**config.mk**
```make
export PLATFORM = sky130hd
export DESIGN_NAME = text_token_lexer_core
export DESIGN_NICKNAME = d
export VERILOG_FILES = /design/src/tl_pkg.sv /design/src/tl_step.sv /design/src/tl_result_fifo.sv /design/src/text_token_lexer_core.sv
export SDC_FILE = /design/constraint.sdc
export NUM_CORES = 1
export LEC_CHECK = 0
export ABC_CLOCK_PERIOD_IN_PS = 22500
export BUFFER_PORTS_ARGS = -buffer_cell sky130_fd_sc_hd__buf_2
export CAP_MARGIN = 20
export CELL_PAD_IN_SITES_DETAIL_PLACEMENT = 0
export CELL_PAD_IN_SITES_GLOBAL_PLACEMENT = 1
export CORE_ASPECT_RATIO = 0.8
export CORE_MARGIN = 10
export CORE_UTILIZATION = 52
export CTS_BUF_LIST = sky130_fd_sc_hd__clkbuf_8
export CTS_CLUSTER_DIAMETER = 80
export DETAILED_ROUTE_END_ITERATION = 8
export PLACE_DENSITY = 0.88
export SETUP_SLACK_MARGIN = 0.4
export SYNTH_ARGS = -nofsm -noshare
export SYNTH_HDL_FRONTEND = slang
export SYNTH_SLANG_ARGS = --single-unit
```
**constraint.sdc**
```tcl
create_clock -name i_clk -period 22.5 [get_ports i_clk]
set_input_delay 4.5 -clock i_clk [delete_from_list [all_inputs] [get_ports i_clk]]
set_output_delay 4.5 -clock i_clk [all_outputs]
set_load 0.1 [all_outputs]
```
**src/tl_pkg.sv**
```systemverilog
// Package of shared types, codes and helpers for the text token lexer.
`default_nettype none
package tl_pkg;

    typedef enum logic [2:0] {
        MODE_IDLE    = 3'd0,
        MODE_SLASH   = 3'd1,
        MODE_COMMENT = 3'd2,
        MODE_QUOTED  = 3'd3,
        MODE_WORD    = 3'd4
    } t_mode;

    localparam logic [1:0] KIND_BRACE  = 2'd0;
    localparam logic [1:0] KIND_QUOTED = 2'd1;
    localparam logic [1:0] KIND_WORD   = 2'd2;

    localparam logic [1:0] CFG_BRACE_LOW  = 2'd0;
    localparam logic [1:0] CFG_BRACE_HIGH = 2'd1;
    localparam logic [1:0] CFG_CHAR_LIMIT = 2'd2;

    localparam logic [7:0] CH_NUL   = 8'h00;
    localparam logic [7:0] CH_NL    = 8'h0A;
    localparam logic [7:0] CH_SPACE = 8'd32;
    localparam logic [7:0] CH_QUOTE = 8'h22;
    localparam logic [7:0] CH_SLASH = 8'h2F;

    localparam logic [63:0] BRACE_LOW_RESET  = 64'h0000_0380_0000_0000;
    localparam logic [63:0] BRACE_HIGH_RESET = 64'h2800_0000_0000_0000;
    localparam logic [11:0] CHAR_LIMIT_RESET = 12'd2047;

    typedef struct packed {
        logic       char_valid;
        logic [7:0] out_char;
        logic [1:0] token_kind;
        logic       token_end;
        logic       stream_end;
    } t_result;

    typedef struct packed {
        t_result [2:0] res;
        logic [1:0]    n_res;
        t_mode         mode;
        logic [11:0]   count;
    } t_step;

    function automatic t_result f_result(logic cv, logic [7:0] ch, logic [1:0] kind,
                                         logic tend, logic send);
        t_result r;
        r.char_valid = cv;
        r.out_char   = ch;
        r.token_kind = kind;
        r.token_end  = tend;
        r.stream_end = send;
        return r;
    endfunction

endpackage
`default_nettype wire

```
**src/tl_step.sv**
```systemverilog
// Combinational lexer step: results and next mode for one byte.
`default_nettype none
module tl_step #(
    parameter int MAX_KEY_LEN = 2048
) (
    input  tl_pkg::t_mode i_mode,
    input  logic [11:0]   i_count,
    input  logic [7:0]    i_byte,
    input  logic [63:0]   i_brace_low,
    input  logic [63:0]   i_brace_high,
    input  logic [11:0]   i_limit,
    output tl_pkg::t_step o_step
);
    import tl_pkg::*;

    localparam logic [11:0] LIM_MAX = 12'(MAX_KEY_LEN - 1);

    typedef struct packed {
        logic        emit;
        t_result     res;
        t_mode       mode;
        logic        set_cnt;
        logic [11:0] cnt;
    } t_idle;

    function automatic t_idle f_idle(logic [7:0] b, logic brace);
        t_idle r;
        r.emit    = 1'b0;
        r.res     = '0;
        r.mode    = MODE_IDLE;
        r.set_cnt = 1'b0;
        r.cnt     = '0;
        if (b == CH_NUL) begin
            r.emit = 1'b1;
            r.res  = f_result(1'b0, 8'h00, KIND_BRACE, 1'b0, 1'b1);
        end else if (b <= CH_SPACE) begin
            r.mode = MODE_IDLE;
        end else if (b == CH_SLASH) begin
            r.mode = MODE_SLASH;
        end else if (b == CH_QUOTE) begin
            r.mode    = MODE_QUOTED;
            r.set_cnt = 1'b1;
        end else if (brace) begin
            r.emit = 1'b1;
            r.res  = f_result(1'b1, b, KIND_BRACE, 1'b1, 1'b0);
        end else begin
            r.mode    = MODE_WORD;
            r.set_cnt = 1'b1;
            r.cnt     = 12'd1;
            r.emit    = 1'b1;
            r.res     = f_result(1'b1, b, KIND_WORD, 1'b0, 1'b0);
        end
        return r;
    endfunction

    logic        brace_b;
    logic        brace_slash;
    logic [11:0] lim;
    t_idle       idl;

    always_comb begin
        if (i_byte[7]) begin
            brace_b = 1'b0;
        end else if (i_byte[6]) begin
            brace_b = i_brace_high[i_byte[5:0]];
        end else begin
            brace_b = i_brace_low[i_byte[5:0]];
        end
        brace_slash = i_brace_low[CH_SLASH[5:0]];
        if (i_limit == 12'd0) begin
            lim = 12'd1;
        end else if (i_limit > LIM_MAX) begin
            lim = LIM_MAX;
        end else begin
            lim = i_limit;
        end
        idl = f_idle(i_byte, brace_b);
    end

    always_comb begin
        t_mode       m;
        logic [11:0] c;
        logic [1:0]  k;
        t_result [2:0] res;
        logic        word_path;
        m         = i_mode;
        c         = i_count;
        k         = 2'd0;
        res       = '0;
        word_path = 1'b0;
        case (i_mode)
            MODE_SLASH: begin
                if (i_byte == CH_SLASH) begin
                    m = MODE_COMMENT;
                end else if (brace_slash) begin
                    res[k] = f_result(1'b1, CH_SLASH, KIND_BRACE, 1'b1, 1'b0);
                    k = k + 2'd1;
                    if (idl.emit) begin
                        res[k] = idl.res;
                        k = k + 2'd1;
                    end
                    m = idl.mode;
                    if (idl.set_cnt) c = idl.cnt;
                end else begin
                    m = MODE_WORD;
                    c = 12'd1;
                    res[k] = f_result(1'b1, CH_SLASH, KIND_WORD, 1'b0, 1'b0);
                    k = k + 2'd1;
                    word_path = 1'b1;
                end
            end
            MODE_COMMENT: begin
                if (i_byte == CH_NUL) begin
                    res[k] = idl.res;
                    k = k + 2'd1;
                    m = MODE_IDLE;
                end else if (i_byte == CH_NL) begin
                    m = MODE_IDLE;
                end
            end
            MODE_QUOTED: begin
                if (i_byte == CH_QUOTE || i_byte == CH_NUL) begin
                    res[k] = f_result(1'b0, 8'h00, KIND_QUOTED, 1'b1, 1'b0);
                    k = k + 2'd1;
                    m = MODE_IDLE;
                    if (i_byte == CH_NUL) begin
                        res[k] = idl.res;
                        k = k + 2'd1;
                    end
                end else if (c < lim) begin
                    res[k] = f_result(1'b1, i_byte, KIND_QUOTED, 1'b0, 1'b0);
                    k = k + 2'd1;
                    c = c + 12'd1;
                end
            end
            MODE_WORD: begin
                word_path = 1'b1;
            end
            default: begin
                if (idl.emit) begin
                    res[k] = idl.res;
                    k = k + 2'd1;
                end
                m = idl.mode;
                if (idl.set_cnt) c = idl.cnt;
            end
        endcase
        if (word_path) begin
            if (i_byte <= CH_SPACE || brace_b) begin
                res[k] = f_result(1'b0, 8'h00, KIND_WORD, 1'b1, 1'b0);
                k = k + 2'd1;
                if (idl.emit) begin
                    res[k] = idl.res;
                    k = k + 2'd1;
                end
                m = idl.mode;
                if (idl.set_cnt) c = idl.cnt;
            end else if (c < lim) begin
                res[k] = f_result(1'b1, i_byte, KIND_WORD, 1'b0, 1'b0);
                k = k + 2'd1;
                c = c + 12'd1;
            end
        end
        o_step.res   = res;
        o_step.n_res = k;
        o_step.mode  = m;
        o_step.count = c;
    end

endmodule
`default_nettype wire

```
**src/tl_result_fifo.sv**
```systemverilog
// Small result queue that takes up to three words a cycle and gives one.
`default_nettype none
module tl_result_fifo (
    input  logic                 i_clk,
    input  logic                 i_rst_n,
    input  logic [1:0]           i_push_n,
    input  tl_pkg::t_result [2:0] i_push_data,
    input  logic                 i_pop,
    output logic [2:0]           o_free,
    output logic                 o_valid,
    output tl_pkg::t_result      o_head
);
    import tl_pkg::*;

    localparam int DEPTH = 4;

    t_result    r_mem [DEPTH];
    logic [1:0] r_wr_ptr;
    logic [1:0] r_rd_ptr;
    logic [2:0] r_count;
    logic [2:0] n_count;
    logic       pop;

    assign o_valid = (r_count != 3'd0);
    assign o_head  = r_mem[r_rd_ptr];
    assign o_free  = 3'(DEPTH) - r_count;
    assign pop     = o_valid && i_pop;
    assign n_count = r_count + {1'b0, i_push_n} - {2'b00, pop};

    always_ff @(posedge i_clk) begin
        for (int i = 0; i < 3; i++) begin
            if (2'(i) < i_push_n) begin
                r_mem[r_wr_ptr + 2'(i)] <= i_push_data[i];
            end
        end
    end

    always_ff @(posedge i_clk) begin
        if (!i_rst_n) begin
            r_wr_ptr <= '0;
            r_rd_ptr <= '0;
            r_count  <= '0;
        end else begin
            r_wr_ptr <= r_wr_ptr + i_push_n;
            r_rd_ptr <= r_rd_ptr + {1'b0, pop};
            r_count  <= n_count;
        end
    end

endmodule
`default_nettype wire

```
**src/text_token_lexer_core.sv**
```systemverilog
// Top level of the text token lexer: config registers, input stage, lexer state and queue.
// A byte accepted is held in the input stage; its result words enter the queue once it has room.
// Throughput: one byte per cycle while each byte gives at most one result word and the output is not stalled.
// A byte giving more than one result word passes them one at a time through the single output
// port; the result queue (four words) and that single port set this rate.
// Reset (synchronous, active low) restores the register defaults and the idle mode.
`default_nettype none
module text_token_lexer_core #(
    parameter int MAX_KEY_LEN = 2048
) (
    input  logic        i_clk,
    input  logic        i_rst_n,
    input  logic        i_in_valid,
    output logic        o_in_ready,
    input  logic [7:0]  i_in_byte,
    output logic        o_out_valid,
    input  logic        i_out_ready,
    output logic        o_char_valid,
    output logic [7:0]  o_out_char,
    output logic [1:0]  o_token_kind,
    output logic        o_token_end,
    output logic        o_stream_end,
    input  logic        i_cfg_we,
    input  logic [1:0]  i_cfg_index,
    input  logic [63:0] i_cfg_data
);
    import tl_pkg::*;

    logic [63:0] r_brace_low;
    logic [63:0] r_brace_high;
    logic [11:0] r_limit;
    logic        r_in_valid;
    logic [7:0]  r_in_byte;
    t_mode       r_mode;
    logic [11:0] r_count;
    t_step       step;
    t_result     head;
    logic [2:0]  free;
    logic        fire;
    logic [1:0]  push_n;

    always_ff @(posedge i_clk) begin
        if (!i_rst_n) begin
            r_brace_low  <= BRACE_LOW_RESET;
            r_brace_high <= BRACE_HIGH_RESET;
            r_limit      <= CHAR_LIMIT_RESET;
        end else if (i_cfg_we) begin
            unique case (i_cfg_index)
                CFG_BRACE_LOW:  r_brace_low  <= i_cfg_data;
                CFG_BRACE_HIGH: r_brace_high <= i_cfg_data;
                CFG_CHAR_LIMIT: r_limit      <= i_cfg_data[11:0];
                default: ;
            endcase
        end
    end

    tl_step #(
        .MAX_KEY_LEN(MAX_KEY_LEN)
    ) u_step (
        .i_mode      (r_mode),
        .i_count     (r_count),
        .i_byte      (r_in_byte),
        .i_brace_low (r_brace_low),
        .i_brace_high(r_brace_high),
        .i_limit     (r_limit),
        .o_step      (step)
    );

    assign fire       = r_in_valid && ({1'b0, step.n_res} <= free);
    assign push_n     = fire ? step.n_res : 2'd0;
    assign o_in_ready = !r_in_valid || fire;

    always_ff @(posedge i_clk) begin
        if (i_in_valid && o_in_ready) begin
            r_in_byte <= i_in_byte;
        end
    end

    always_ff @(posedge i_clk) begin
        if (!i_rst_n) begin
            r_in_valid <= 1'b0;
            r_mode     <= MODE_IDLE;
            r_count    <= '0;
        end else begin
            if (o_in_ready) begin
                r_in_valid <= i_in_valid;
            end
            if (fire) begin
                r_mode  <= step.mode;
                r_count <= step.count;
            end
        end
    end

    tl_result_fifo u_fifo (
        .i_clk      (i_clk),
        .i_rst_n    (i_rst_n),
        .i_push_n   (push_n),
        .i_push_data(step.res),
        .i_pop      (i_out_ready),
        .o_free     (free),
        .o_valid    (o_out_valid),
        .o_head     (head)
    );

    assign o_char_valid = head.char_valid;
    assign o_out_char   = head.out_char;
    assign o_token_kind = head.token_kind;
    assign o_token_end  = head.token_end;
    assign o_stream_end = head.stream_end;

endmodule
`default_nettype wire

```
==> results of run 1 <==
## sequential cells by signal (all words and copies together) (netlist names)
name / cells
u_fifo.r_rd_ptr: 2
r_mode: 3
u_fifo.r_mem: 52
r_brace_low: 64
r_in_valid: 1
r_limit: 12
r_count: 12
r_brace_high: 64
u_fifo.r_count: 3
u_fifo.r_wr_ptr: 2
r_in_byte: 8
## critical path: cells and delay by family (launching register included)
kind / cells / cell delay, ps
compound gates: 10 / 2350
flops: 1 / 320
simple gates: 8 / 2150
fa+ha+maj: 2 / 500
mux: 3 / 1290
buf+inv: 5 / 1300
## final timing paths
check | cells after the start | endpoint | startpoint
setup / recovery | 28 | o_in_ready | r_in_byte[1]
hold / removal | 2 | r_brace_high[51] | r_brace_high[51]
setup reg to reg | 30 | u_fifo.r_mem[1][0] | r_in_byte[1]
hold reg to reg | 2 | r_brace_high[51] | r_brace_high[51]
## stage by stage
stage	cell area, µm²	worst slack (ps)	instances	hold WS, ps
2_1_floorplan	13300	11720	1496	433
3_5_place_dp	13900	10270	1824	455
6_report	14700	9490	1895	463
4_1_cts	14700	9650	1894	463
5_1_grt	14700	8910	1895	485
3_3_place_gp	13900	10440	1824	449
## cell type report
| cell class | instances | share of cell area |
|---|---|---|
| multi-input cells | 1138 | 0.523 |
| flip-flops and latches | 223 | 0.344 |
| clock buffers | 45 | 0.0421 |
| repair buffers | 107 | 0.0394 |
| well taps | 324 | 0.0275 |
| clock inverters | 25 | 0.0155 |
| inverters | 33 | 0.00858 |
## cell usage after synthesis (all sizes together), types with 4 or more instances
cell type,instances,share of area
a2111oi,5,0.0047
a211oi,8,0.0045
a21boi,127,0.072
a21o,12,0.0068
a21oi,52,0.020
a221oi,4,0.0031
a22oi,10,0.0056
a31oi,19,0.0094
a32o,5,0.0038
a32oi,5,0.0033
and2,17,0.0082
and3,14,0.0070
and4,4,0.0026
buf,31,0.014
clkbuf,71,0.020
dfxtp,163,0.24
edfxtp,60,0.14
ha,38,0.036
inv,33,0.0095
mux2,23,0.019
mux2i,72,0.054
mux4,30,0.051
nand2,354,0.10
nand2b,7,0.0033
nand3,45,0.019
nand3b,8,0.0045
nand4,19,0.0094
nor2,61,0.020
nor2b,11,0.0057
nor3,19,0.0071
nor3b,4,0.0023
nor4,6,0.0033
nor4b,4,0.0031
o211ai,13,0.0073
o21ai,41,0.016
o22ai,9,0.0057
o2bb2ai,12,0.0079
o32ai,12,0.0079
or3,5,0.0023
xnor2,9,0.0059
xor2,4,0.0026
## cells in the final DEF (no fill, tap or decap), types with 34 or more instances in the layout
| cell | synthesis | final |
|---|---|---|
| sky130_fd_sc_hd__a21oi_1 | 51 | 48 |
| sky130_fd_sc_hd__a21boi_0 | 127 | 127 |
| sky130_fd_sc_hd__nand2_1 | 354 | 354 |
| sky130_fd_sc_hd__inv_1 | 32 | 44 |
| sky130_fd_sc_hd__edfxtp_1 | 60 | 60 |
| sky130_fd_sc_hd__o21ai_0 | 34 | 34 |
| sky130_fd_sc_hd__dfxtp_1 | 163 | 163 |
| sky130_fd_sc_hd__mux2i_1 | 72 | 72 |
| sky130_fd_sc_hd__nand3_1 | 42 | 42 |
| sky130_fd_sc_hd__buf_2 | 11 | 92 |
| sky130_fd_sc_hd__nor2_1 | 56 | 56 |
| sky130_fd_sc_hd__ha_1 | 38 | 38 |
| sky130_fd_sc_hd__clkbuf_8 | 0 | 45 |
## cell families after synthesis
logic type               Yosys count
XOR/XNOR                          13
multiplexers                     125
AO/OA/AOI/OAI                    370
buffers and inverters            135
other                              1
adder cells (fa/ha/maj)           39
AND/OR/NAND/NOR                  589
flip-flops                       223
## report_power, final
group          internal (mW)  switching [mW]  leakage [nW]
clock                  0.231           0.181         0.481
combinational          0.242           0.558          3.39
sequential             0.486          0.0392          1.88
total                  0.959           0.778          5.76
## per-layer routing
metal / GRT usage / wire length [µm] / vias to the layer above / part of all wire
li1: - / - / 5513 / -
met1: 0.366 / 19300 / 5650 / 0.47
met2: 0.360 / 17100 / 541 / 0.42
met3: 0.0506 / 3520 / 65 / 0.087
met4: 0.0571 / 691 / 0 / 0.017
met5: 0 / 0 / - / 0
==> results.txt, run 1 <==
- For this configuration, the core starts out at a cell density of 0.528.
- After synthesis, the netlist uses 94 different library cells.
- Number of diodes added for antenna fixing: 0
* GRT overflow: 0
- Static timing analysis puts the maximum clock frequency at 76.9 MHz.
- Worst-skew pair later-pin latency: 560 ps
- The final layout contains 1660 nets.
- Power per cell area: 118 nW/µm²
- Clock tree skew after final layout: 35.0 ps
* DPL Wire Length: 28.6 mm
* Global-route usage over all layers: 0.247
* Max Fanout on Critical Path: 44
* Post-route setup TNS: 0 ps
- Level count of the clock H-tree: 2
- Post-Route Utilization: 0.583
* Standard cell with the maximum stage delay on the critical path: sky130_fd_sc_hd__nor2_1
- Of the cells placed in the final design, the portion with a size suffix greater than 1 is 0.150.
- Clock-pin slew was measured on the worst setup and hold paths at 70 ps.
- VDD sags by at most 179 µV.
- Tot Pwr: 1.74 mW
- The portion of synthesized area spent on multiplexers is 0.124.
- Crit-path max cell delay: 730 ps
* Number of endpoints with negative hold slack in the final report: 0
- The die covers 32500 µm².
* Via total after detailed routing: 11800
- Library cell appearing most often on the critical path: sky130_fd_sc_hd__o21ai_0
- Path type of the worst setup path: reg2out
- Post-synthesis share of cell area spent on full adders, half adders and majority gates: 0.0372
- Netlist Area Pre-Place: 13300 µm²
- Outcome: finished clean
* Synthesized netlist cell count: 1495
- The synthesized design contains 60 enable-type register cells.
- The detail route stage leaves a number of antenna-violating nets equal to 0.
- Setup repair after global routing missed its margin: false
* Setup slack on the worst flop-to-flop path: 12040 ps
* Vias/cell: 6.21
- Post-CTS Setup Repair Bufs: 0
* Avg Inst Size Synth: 8.91 µm²
- Path type of the worst min-delay path: reg2reg
- Number of global-route vias before repair: 11200
- For the worst setup path, the data arrival time is 8510 ps.
- Max_cap viols: 0
* Ys Warns: 0
- The worst setup path is launched from a register.
- Antenna violations before repair: 0
* Floorplan core area: 25200 µm²
- Data required, critical path: 18000 ps
* Signed area change from the synthesized netlist to the final layout: 10.5%
- Top FF cell, synth: sky130_fd_sc_hd__dfxtp_1
* Pin slew with the least headroom to its limit: 1040 ps
- Global-route wire length before repair: 63.9 mm
- Main combinational cell family by area after synthesis: simple AND/OR/NAND/NOR gates
- Fraction of registers with async set/reset: 0
- Count of endpoints failing setup in the final report: 0
- Number of port buffers: 93
- Entering global routing, the biggest net connects 85 pins.
- Worst slew margin relative to its limit: 0.306
- Subtracting the final worst setup slack from the clock period gives 13010 ps.
- In this run the count of I/O pins placed on the die edge is 94.
* Final Max Slew Viols: 0
* Synth Area in Simple Gates: 0.204
* Number of iterations in the first detailed-routing pass: 5
* Residual DRC: 0
* Cts-stage hold buffer count: 0
- Width of the die: 199 µm
- Total of fill cells in the finished design: 2285
- Resize count post-CTS: 0
- Count of routing violations after the opening detailed-route iteration: 1365
- For this design, the sink count on the clock tree is 223.
- Sequential area share after synthesis: 0.380
* Combined area of the multi-input logic cells: 7700 µm²
- Dividing the final minimum period by the clock period gives 0.578.
* Kind of end point of the critical path: output pin
- CTS tree: built
* CTS root buffer: sky130_fd_sc_hd__clkbuf_8
- Flops & latches, synth: 223
- Average wire length per cell after detail routing: 21.4 µm
* XOR/XNOR Fraction of Synth Area: 0.00855
- In this run the static leakage power is 5.76 nW.
* Area taken by flip-flops and latches: 5060 µm²
- TritonCTS buffer count: 39
- Floorplan row count: 52
* Area fraction in compound gates after synthesis: 0.202
- No sink is reached through more buffers than the 3 on the longest clock path.
* Total Routed Length: 40.6 mm
* Die Ht: 163 µm
* Weighted congestion at the end of routability-driven global placement: 0.950
Note: power is estimated with default switching activity, not from simulation.
==> run 2: changes to the inputs <==
--- a/config.mk
+++ b/config.mk
@@ -5,18 +5,18 @@
 export SDC_FILE = /design/constraint.sdc
 export NUM_CORES = 1
 export LEC_CHECK = 0
-export ABC_CLOCK_PERIOD_IN_PS = 22500
+export ABC_CLOCK_PERIOD_IN_PS = 13400
 export BUFFER_PORTS_ARGS = -buffer_cell sky130_fd_sc_hd__buf_2
 export CAP_MARGIN = 20
 export CELL_PAD_IN_SITES_DETAIL_PLACEMENT = 0
 export CELL_PAD_IN_SITES_GLOBAL_PLACEMENT = 1
 export CORE_ASPECT_RATIO = 0.8
 export CORE_MARGIN = 10
-export CORE_UTILIZATION = 52
+export CORE_UTILIZATION = 49
 export CTS_BUF_LIST = sky130_fd_sc_hd__clkbuf_8
 export CTS_CLUSTER_DIAMETER = 80
 export DETAILED_ROUTE_END_ITERATION = 8
-export PLACE_DENSITY = 0.88
+export PLACE_DENSITY = 0.83
 export SETUP_SLACK_MARGIN = 0.4
 export SYNTH_ARGS = -nofsm -noshare
 export SYNTH_HDL_FRONTEND = slang
==> constraint.sdc (replaced) <==
create_clock -name i_clk -period 13.4 [get_ports i_clk]
set_input_delay 2.68 -clock i_clk [delete_from_list [all_inputs] [get_ports i_clk]]
set_output_delay 2.68 -clock i_clk [all_outputs]
set_load 0.1 [all_outputs]
==> run 2 against run 1 <==
Setup slack lost 7500 ps. Register-to-register slack lost 9400 ps. Count of clock-buffer cells in the layout shrank 2. Non-clock buffer count grew 1. Critical endpoint unchanged. Critical path type unchanged.
==> results.txt, run 2 (synthesized netlist as in run 1, its figures left out) <==
- In this run the clock root is driven by a sky130_fd_sc_hd__clkbuf_8.
- Of all nets on the critical path, the largest fanout is 24.
- STA puts the critical path data arrival time at 8760 ps.
- Data required, critical path: 10720 ps
- The tree built by TritonCTS fans out to 223 sinks.
- Antenna violations before repair: 0
* Layout net count: 1660
- Post-route setup TNS: 0 ps
- Entering global routing, the biggest net connects 98 pins.
- Stages on the worst setup path: 28
- Resize count post-CTS: 0
* Final Instance Count excl. Fillers: 1921
- Path type of the worst setup path: reg2out
- Number of cells on the worst hold path: 2
- Number of diodes added for antenna fixing: 0
- End of the worst register-to-register path: u_fifo.r_mem[1][1]
- Worst Hold Launch: r_brace_low[5]
- The highest layer touched by signal routing is met4.
- Layout cell share with drive strength beyond 1: 0.145
- Most common library cell in the layout ignoring fill and taps: sky130_fd_sc_hd__nand2_1
- Setup slack on the worst flop-to-flop path: 2690 ps
- Average wire length per cell after detail routing: 21.3 µm
- Number of buffers and inverters on the critical path: 5
- For this run, the total global-route usage over all layers was measured as 0.233.
* Total of fill cells in the finished design: 2496
* DPL Wire Length: 29.3 mm
* Post-route cell area: 14600 µm²
- CTS Buffer Depth: 3
* Dpl ws: 2500 ps
- The worst setup path is captured at an output pin.
- Setup slack closes at 1960 ps.
- Share of the clock period used by the worst path: 0.854
- Derived from the worst setup path, the maximum achievable clock frequency is 87.4 MHz.
- The largest individual stage delay along the critical path comes from the cell sky130_fd_sc_hd__edfxtp_1.
- Max_cap viols: 0
- TritonCTS built the clock tree.
- In this run the post-CTS setup repair buffer count came out at 0.
* Met2 routed WL: 17.0 mm
* Cell count of the worst reg-to-reg path: 30
* Total die area: 34200 µm²
- In this run the number of H-tree levels came out at 2.
* Number of routed nets with antenna violations: 0
- Number of port buffers: 93
- The largest registers in the layout are r_brace_high: 64 flops, r_brace_low: 64 flops, u_fifo.r_mem: 52 flops.
* Floorplan core area: 26500 µm²
- Tot Pwr: 2.82 mW
* Outcome: finished clean
- For this design the static power due to leakage is 5.68 nW.
* Switching part of the total: 0.454
- Signed area change from the synthesized netlist to the final layout: 9.99%
- The tightest min-delay check is of the reg2reg type.
- Among the stages of the critical path, the cell type that occurs most often is sky130_fd_sc_hd__o21ai_0.
* Width of the die: 204 µm
- After detailed routing, the number of vias per cell comes to 6.03.
* TritonCTS buffer count: 38
- In the final routing, the length of wire on met1 measures 20.2 mm.
- Power spread over the standard cell area amounts to 193 nW/µm².
* Number of iterations in the first detailed-routing pass: 6
- GRT overflow: 0
- On the worst path, the slowest cell contributes a delay of 1000 ps.
- In this run the count of I/O pins placed on the die edge is 94.
- The clock arrives with 31.3 ps of skew.
- The number of placed instances, taps included, is 1858.
* Count of routing violations after the opening detailed-route iteration: 1183
- For this design, the CTS-stage hold fixing added 0 buffers.
- The share of total power dissipated in combinational logic is 0.475.
- The die is 167 µm tall.
- Commonest cells after routing, fill and taps aside: 354 x sky130_fd_sc_hd__nand2_1, 163 x sky130_fd_sc_hd__dfxtp_1, 127 x sky130_fd_sc_hd__a21boi_0, 92 x sky130_fd_sc_hd__buf_2, 72 x sky130_fd_sc_hd__mux2i_1
- Wire segments on met3 add up to 3.03 mm in the final route.
- In this run the critical register-to-register path is launched from r_in_byte[1].
- Clock-pin slew was measured on the worst setup and hold paths at 60 ps.
- Residual DRC: 0
- Count of endpoints failing setup in the final report: 0
* Global-route wire length before repair: 64.5 mm
- Of the total power, the clock network draws 0.211.
- Weighted congestion at the end of routability-driven global placement: 0.919
- The total count of max-transition violations in the final report came to 0.
- Worst slew margin relative to its limit: 0.310
* Shortest clock period the worst path allows after layout: 11440 ps
* Pin slew with the least headroom to its limit: 1040 ps
- Worst-skew pair later-pin latency: 550 ps
* Sw Pwr: 1.28 mW
- Of the total power, registers draw 0.314.
- The worst setup path is launched from a register.
- Number of endpoints with negative hold slack in the final report: 0
- Floorplan row count: 53
- Crit path max-delay family: simple AND/OR/NAND/NOR gates
- Max IR drop VDD: 241 µV
- The internal power of the cells totals 1.54 mW.
- Summed over all layers, the routed wires come to 40.9 mm.
- The number of global-route vias before repair is 11200.
* Cell Area, Placed: 13900 µm²
- For this configuration, the core starts out at a cell density of 0.502.
* Setup repair after global routing missed its margin: false
* Worst min-delay path endpoint: r_brace_low[5]
- Via total after detailed routing: 11600
-- run 2: worst max path at each step --
stage / startpoint / endpoint / slack, ps
after floorplan: r_in_byte[1] / o_in_ready / 4440
after global placement: r_in_byte[1] / o_in_ready / 2720
after detailed placement: r_in_byte[1] / o_in_ready / 2500
after CTS: r_in_byte[1] / o_in_ready / 1930
after global routing: r_in_byte[1] / o_in_ready / 1150
final: r_in_byte[1] / o_in_ready / 1960
-- run 2: layer usage --
| metal | vias to the layer above | GRT usage |
|---|---|---|
| li1 | 5525 | - |
| met1 | 5586 | 0.352 |
| met2 | 418 | 0.331 |
| met3 | 52 | 0.0471 |
| met4 | 0 | 0.0501 |
| met5 | - | 0 |
-- run 2: layout make-up --
class / count / area (µm²) / share of cell area
inverters: 33 / 126 / 0.00863
well taps: 357 / 447 / 0.0305
multi-input cells: 1138 / 7700 / 0.525
repair buffers: 108 / 601 / 0.0410
flip-flops and latches: 223 / 5060 / 0.346
clock inverters: 19 / 121 / 0.00828
clock buffers: 43 / 592 / 0.0404
-- run 2: tightest hold or removal path: cells and delay by family, from the launching register on --
| family | cells | cell delay (ps) |
|---|---|---|
| AND/OR/NAND/NOR | 1 | 50 |
| AO/OA/AOI/OAI | 1 | 60 |
| flip-flops | 1 | 300 |
-- run 2: power groups by stage --
stage	Sequential, mW	Combinational, mW	Clock, mW
after floorplan	0.856	1.03	0
after global placement	0.902	1.29	0
after detailed placement	0.906	1.30	0
after CTS	0.892	1.31	0.605
after global routing	0.897	1.45	0.635
final	0.886	1.34	0.596
-- run 2: stage by stage --
| stage | hold WS [ps] | utilization |
|---|---|---|
| 2_1_floorplan | 433 | - |
| 3_3_place_gp | 451 | 0.524 |
| 3_5_place_dp | 452 | 0.524 |
| 4_1_cts | 465 | 0.551 |
| 5_1_grt | 482 | 0.552 |
| 6_report | 461 | 0.552 |
==> run 3: changes to the inputs <==
--- a/config.mk
+++ b/config.mk
@@ -12,11 +12,12 @@
 export CELL_PAD_IN_SITES_GLOBAL_PLACEMENT = 1
 export CORE_ASPECT_RATIO = 0.8
 export CORE_MARGIN = 10
-export CORE_UTILIZATION = 49
+export CORE_UTILIZATION = 35
 export CTS_BUF_LIST = sky130_fd_sc_hd__clkbuf_8
 export CTS_CLUSTER_DIAMETER = 80
 export DETAILED_ROUTE_END_ITERATION = 8
-export PLACE_DENSITY = 0.83
+export PLACE_DENSITY = 0.63
+export RECOVER_POWER = 100
 export SETUP_SLACK_MARGIN = 0.4
 export SYNTH_ARGS = -nofsm -noshare
 export SYNTH_HDL_FRONTEND = slang
==> run 3 against run 2 <==
Wire length increased by 8.9%. Hold slack better by 3.2 ps. The flow now finishes with violations (capacitance limit, slew limit). Die area up 35%. Setup slack worse by 23 ps. Via count shrank 0.47%. Total power up 0.97%. Sequential share of layout area down 0.21 points. Combinational power is essentially flat. Critical path depth decreased by 2. Core utilization decreased by 16 points. Highest routed layer unchanged. Cell count up 7.3%. First-iteration DRC count fell by 13%.
==> results.txt, run 3 (synthesized netlist as in run 1, its figures left out) <==
- Clock-pin slew was measured on the worst setup and hold paths at 60 ps.
* Crit path max-delay family: simple AND/OR/NAND/NOR gates
* Share of the clock period used by the worst path: 0.856
* Path type of the worst setup path: reg2out
- Post-placement cell count: 1988
- Outcome: complete, but fails checks
- Maximum number of pins on one net before global-route repair: 114
* TritonCTS buffer count: 41
- Max_cap viols: 7
* Final Instance Count excl. Fillers: 2062
* Commonest cells after routing, fill and taps aside: 354 x sky130_fd_sc_hd__nand2_1, 163 x sky130_fd_sc_hd__dfxtp_1, 127 x sky130_fd_sc_hd__a21boi_0, 75 x sky130_fd_sc_hd__buf_2, 72 x sky130_fd_sc_hd__mux2i_1
- The first detailed-routing pass took 5 iterations.
- The routed design could run at a clock period as short as 11470 ps.
- Final hold slack: 465 ps
- Crit-path max cell delay: 690 ps
- Using the TritonRoute via totals, the vias-per-cell ratio works out to 5.59.
- Floorplan core area: 37300 µm²
* Max Freq: 87.2 MHz
* GR Layer Usage met3: 0.0318
- The number of endpoints with negative hold slack in the final report is 0.
- The H-tree was split into 2 levels.
- Buffers inserted to repair hold after CTS numbered 0.
- The die is 238 µm wide.
* Num Clock Sinks: 223
* Met2 routing resource usage after global routing: 0.268
- In the global route stage, met1 resource usage came out at 0.285.
- Via total after detailed routing: 11500
* Kind of end point of the critical path: output pin
- By instance count, the cell type seen most on the critical path is sky130_fd_sc_hd__o21ai_0.
- STA puts the critical path data arrival time at 8790 ps.
- Across the routed clock network, the largest skew measured is 54.9 ps.
* Violations in the final reports: capacitance limit, slew limit
- Pin slew with the least headroom to its limit: 4240 ps
- Power per cell area: 193 nW/µm²
- Setup violations remaining at the end of the flow were counted as 0.
- Total I/O pin count: 94
- Post-route cell area: 14700 µm²
- Of all nets on the critical path, the largest fanout is 42.
* Leakage dissipation: 5.66 nW
- The first global-routing pass estimated 68.9 mm of wire.
* Number of diodes added for antenna fixing: 0
- The later pin in the worst-skew pair is clocked with a latency of 590 ps.
* Global-route usage over all layers: 0.187
* Path type of the worst min-delay path: reg2reg
* Floorplan row count: 63
* Residual DRC: 0
- Largest registers ranked by flip-flop count: r_brace_high: 64 flops, r_brace_low: 64 flops, u_fifo.r_mem: 52 flops
* Signed area change from the synthesized netlist to the final layout: 10.7%
- Setup repair after global routing missed its margin: false
* Total Routed Length: 44.5 mm
- CTS Buffer Depth: 3
* Cell Area, Placed: 14100 µm²
* Number of global-route vias before repair: 11200
- Data required, critical path: 10720 ps
- For this run the aggregate overflow at the end of global routing stands at 0.
- Post-route setup TNS: 0 ps
- Resize count post-CTS: 0
- The net count of the finished layout is 1663.
- The worst setup path is launched from a register.
- The tree is rooted in a sky130_fd_sc_hd__clkbuf_8.
* Number of buffers and inverters on the critical path: 4
* Final Max Slew Viols: 335
- The count of nets left with antenna violations once routing finished came out at 0.
* Layout cell share with drive strength beyond 1: 0.123
- The initial antenna violation count came to 0.
- Initial standard-cell utilization of the core: 0.357
- Average wire length per cell after detail routing: 21.6 µm
* Most common library cell in the layout ignoring fill and taps: sky130_fd_sc_hd__nand2_1
- Buffers added to address setup during post-CTS repair amount to 0.
- Weighted congestion at the end of routability-driven global placement: 0.898
- For this design, the slowest cell found on the critical path is sky130_fd_sc_hd__nor2_1.
* Number of port buffers: 93
- VDD sags by at most 276 µV.
- CTS tree: built
* Total die area: 46300 µm²
- The layer flagged by global routing as most heavily used is met1.
- Tot Pwr: 2.85 mW
* DPL Wire Length: 31.9 mm
* Worst slew margin relative to its limit: -1.83
* Count of routing violations after the opening detailed-route iteration: 1029
- The die is 194 µm tall.
-- run 3: per-stage QoR --
stage          setup WS (ps)   util
6_report                1930  0.395
2_1_floorplan           4440      -
4_1_cts                 2290  0.398
3_3_place_gp            3050  0.377
3_5_place_dp            2960  0.377
5_1_grt                 1190  0.395
-- run 3: layer usage --
| metal | part of all wire | wire [µm] |
|---|---|---|
| met1 | 0.51 | 22700 |
| met3 | 0.058 | 2600 |
| met5 | 0 | 0 |
| met4 | 0.012 | 554 |
| met2 | 0.42 | 18600 |
-- run 3: report_power, final --
group	leakage, nW	internal (mW)	switching, mW	total [mW]
clock network	0.477	0.335	0.305	0.641
logic	3.30	0.393	0.927	1.32
registers	1.88	0.818	0.0694	0.887
total	5.66	1.55	1.30	2.85
-- run 3: final timing paths --
path,startpoint,to,slack [ps],cells after the start
max,r_in_byte[1],o_in_ready,1930,26
min,r_brace_low[11],r_brace_low[11],460,2
max reg2reg,r_in_byte[1],u_fifo.r_mem[0][1],2400,28
min reg2reg,r_brace_low[11],r_brace_low[11],460,2
-- run 3: tightest hold or removal path, stage by stage (launching register included) --
cell and delay, ps:
sky130_fd_sc_hd__dfxtp_1 310, sky130_fd_sc_hd__nand2_1 40, sky130_fd_sc_hd__a21boi_0 60
-- run 3: cell type report --
cell class,count,area (µm²)
clock buffers,46,633
clock inverters,27,151
fillers,3852,22500
inverters,33,125
multi-input cells,1138,7610
flip-flops and latches,223,5060
well taps,487,609
repair buffers,108,544
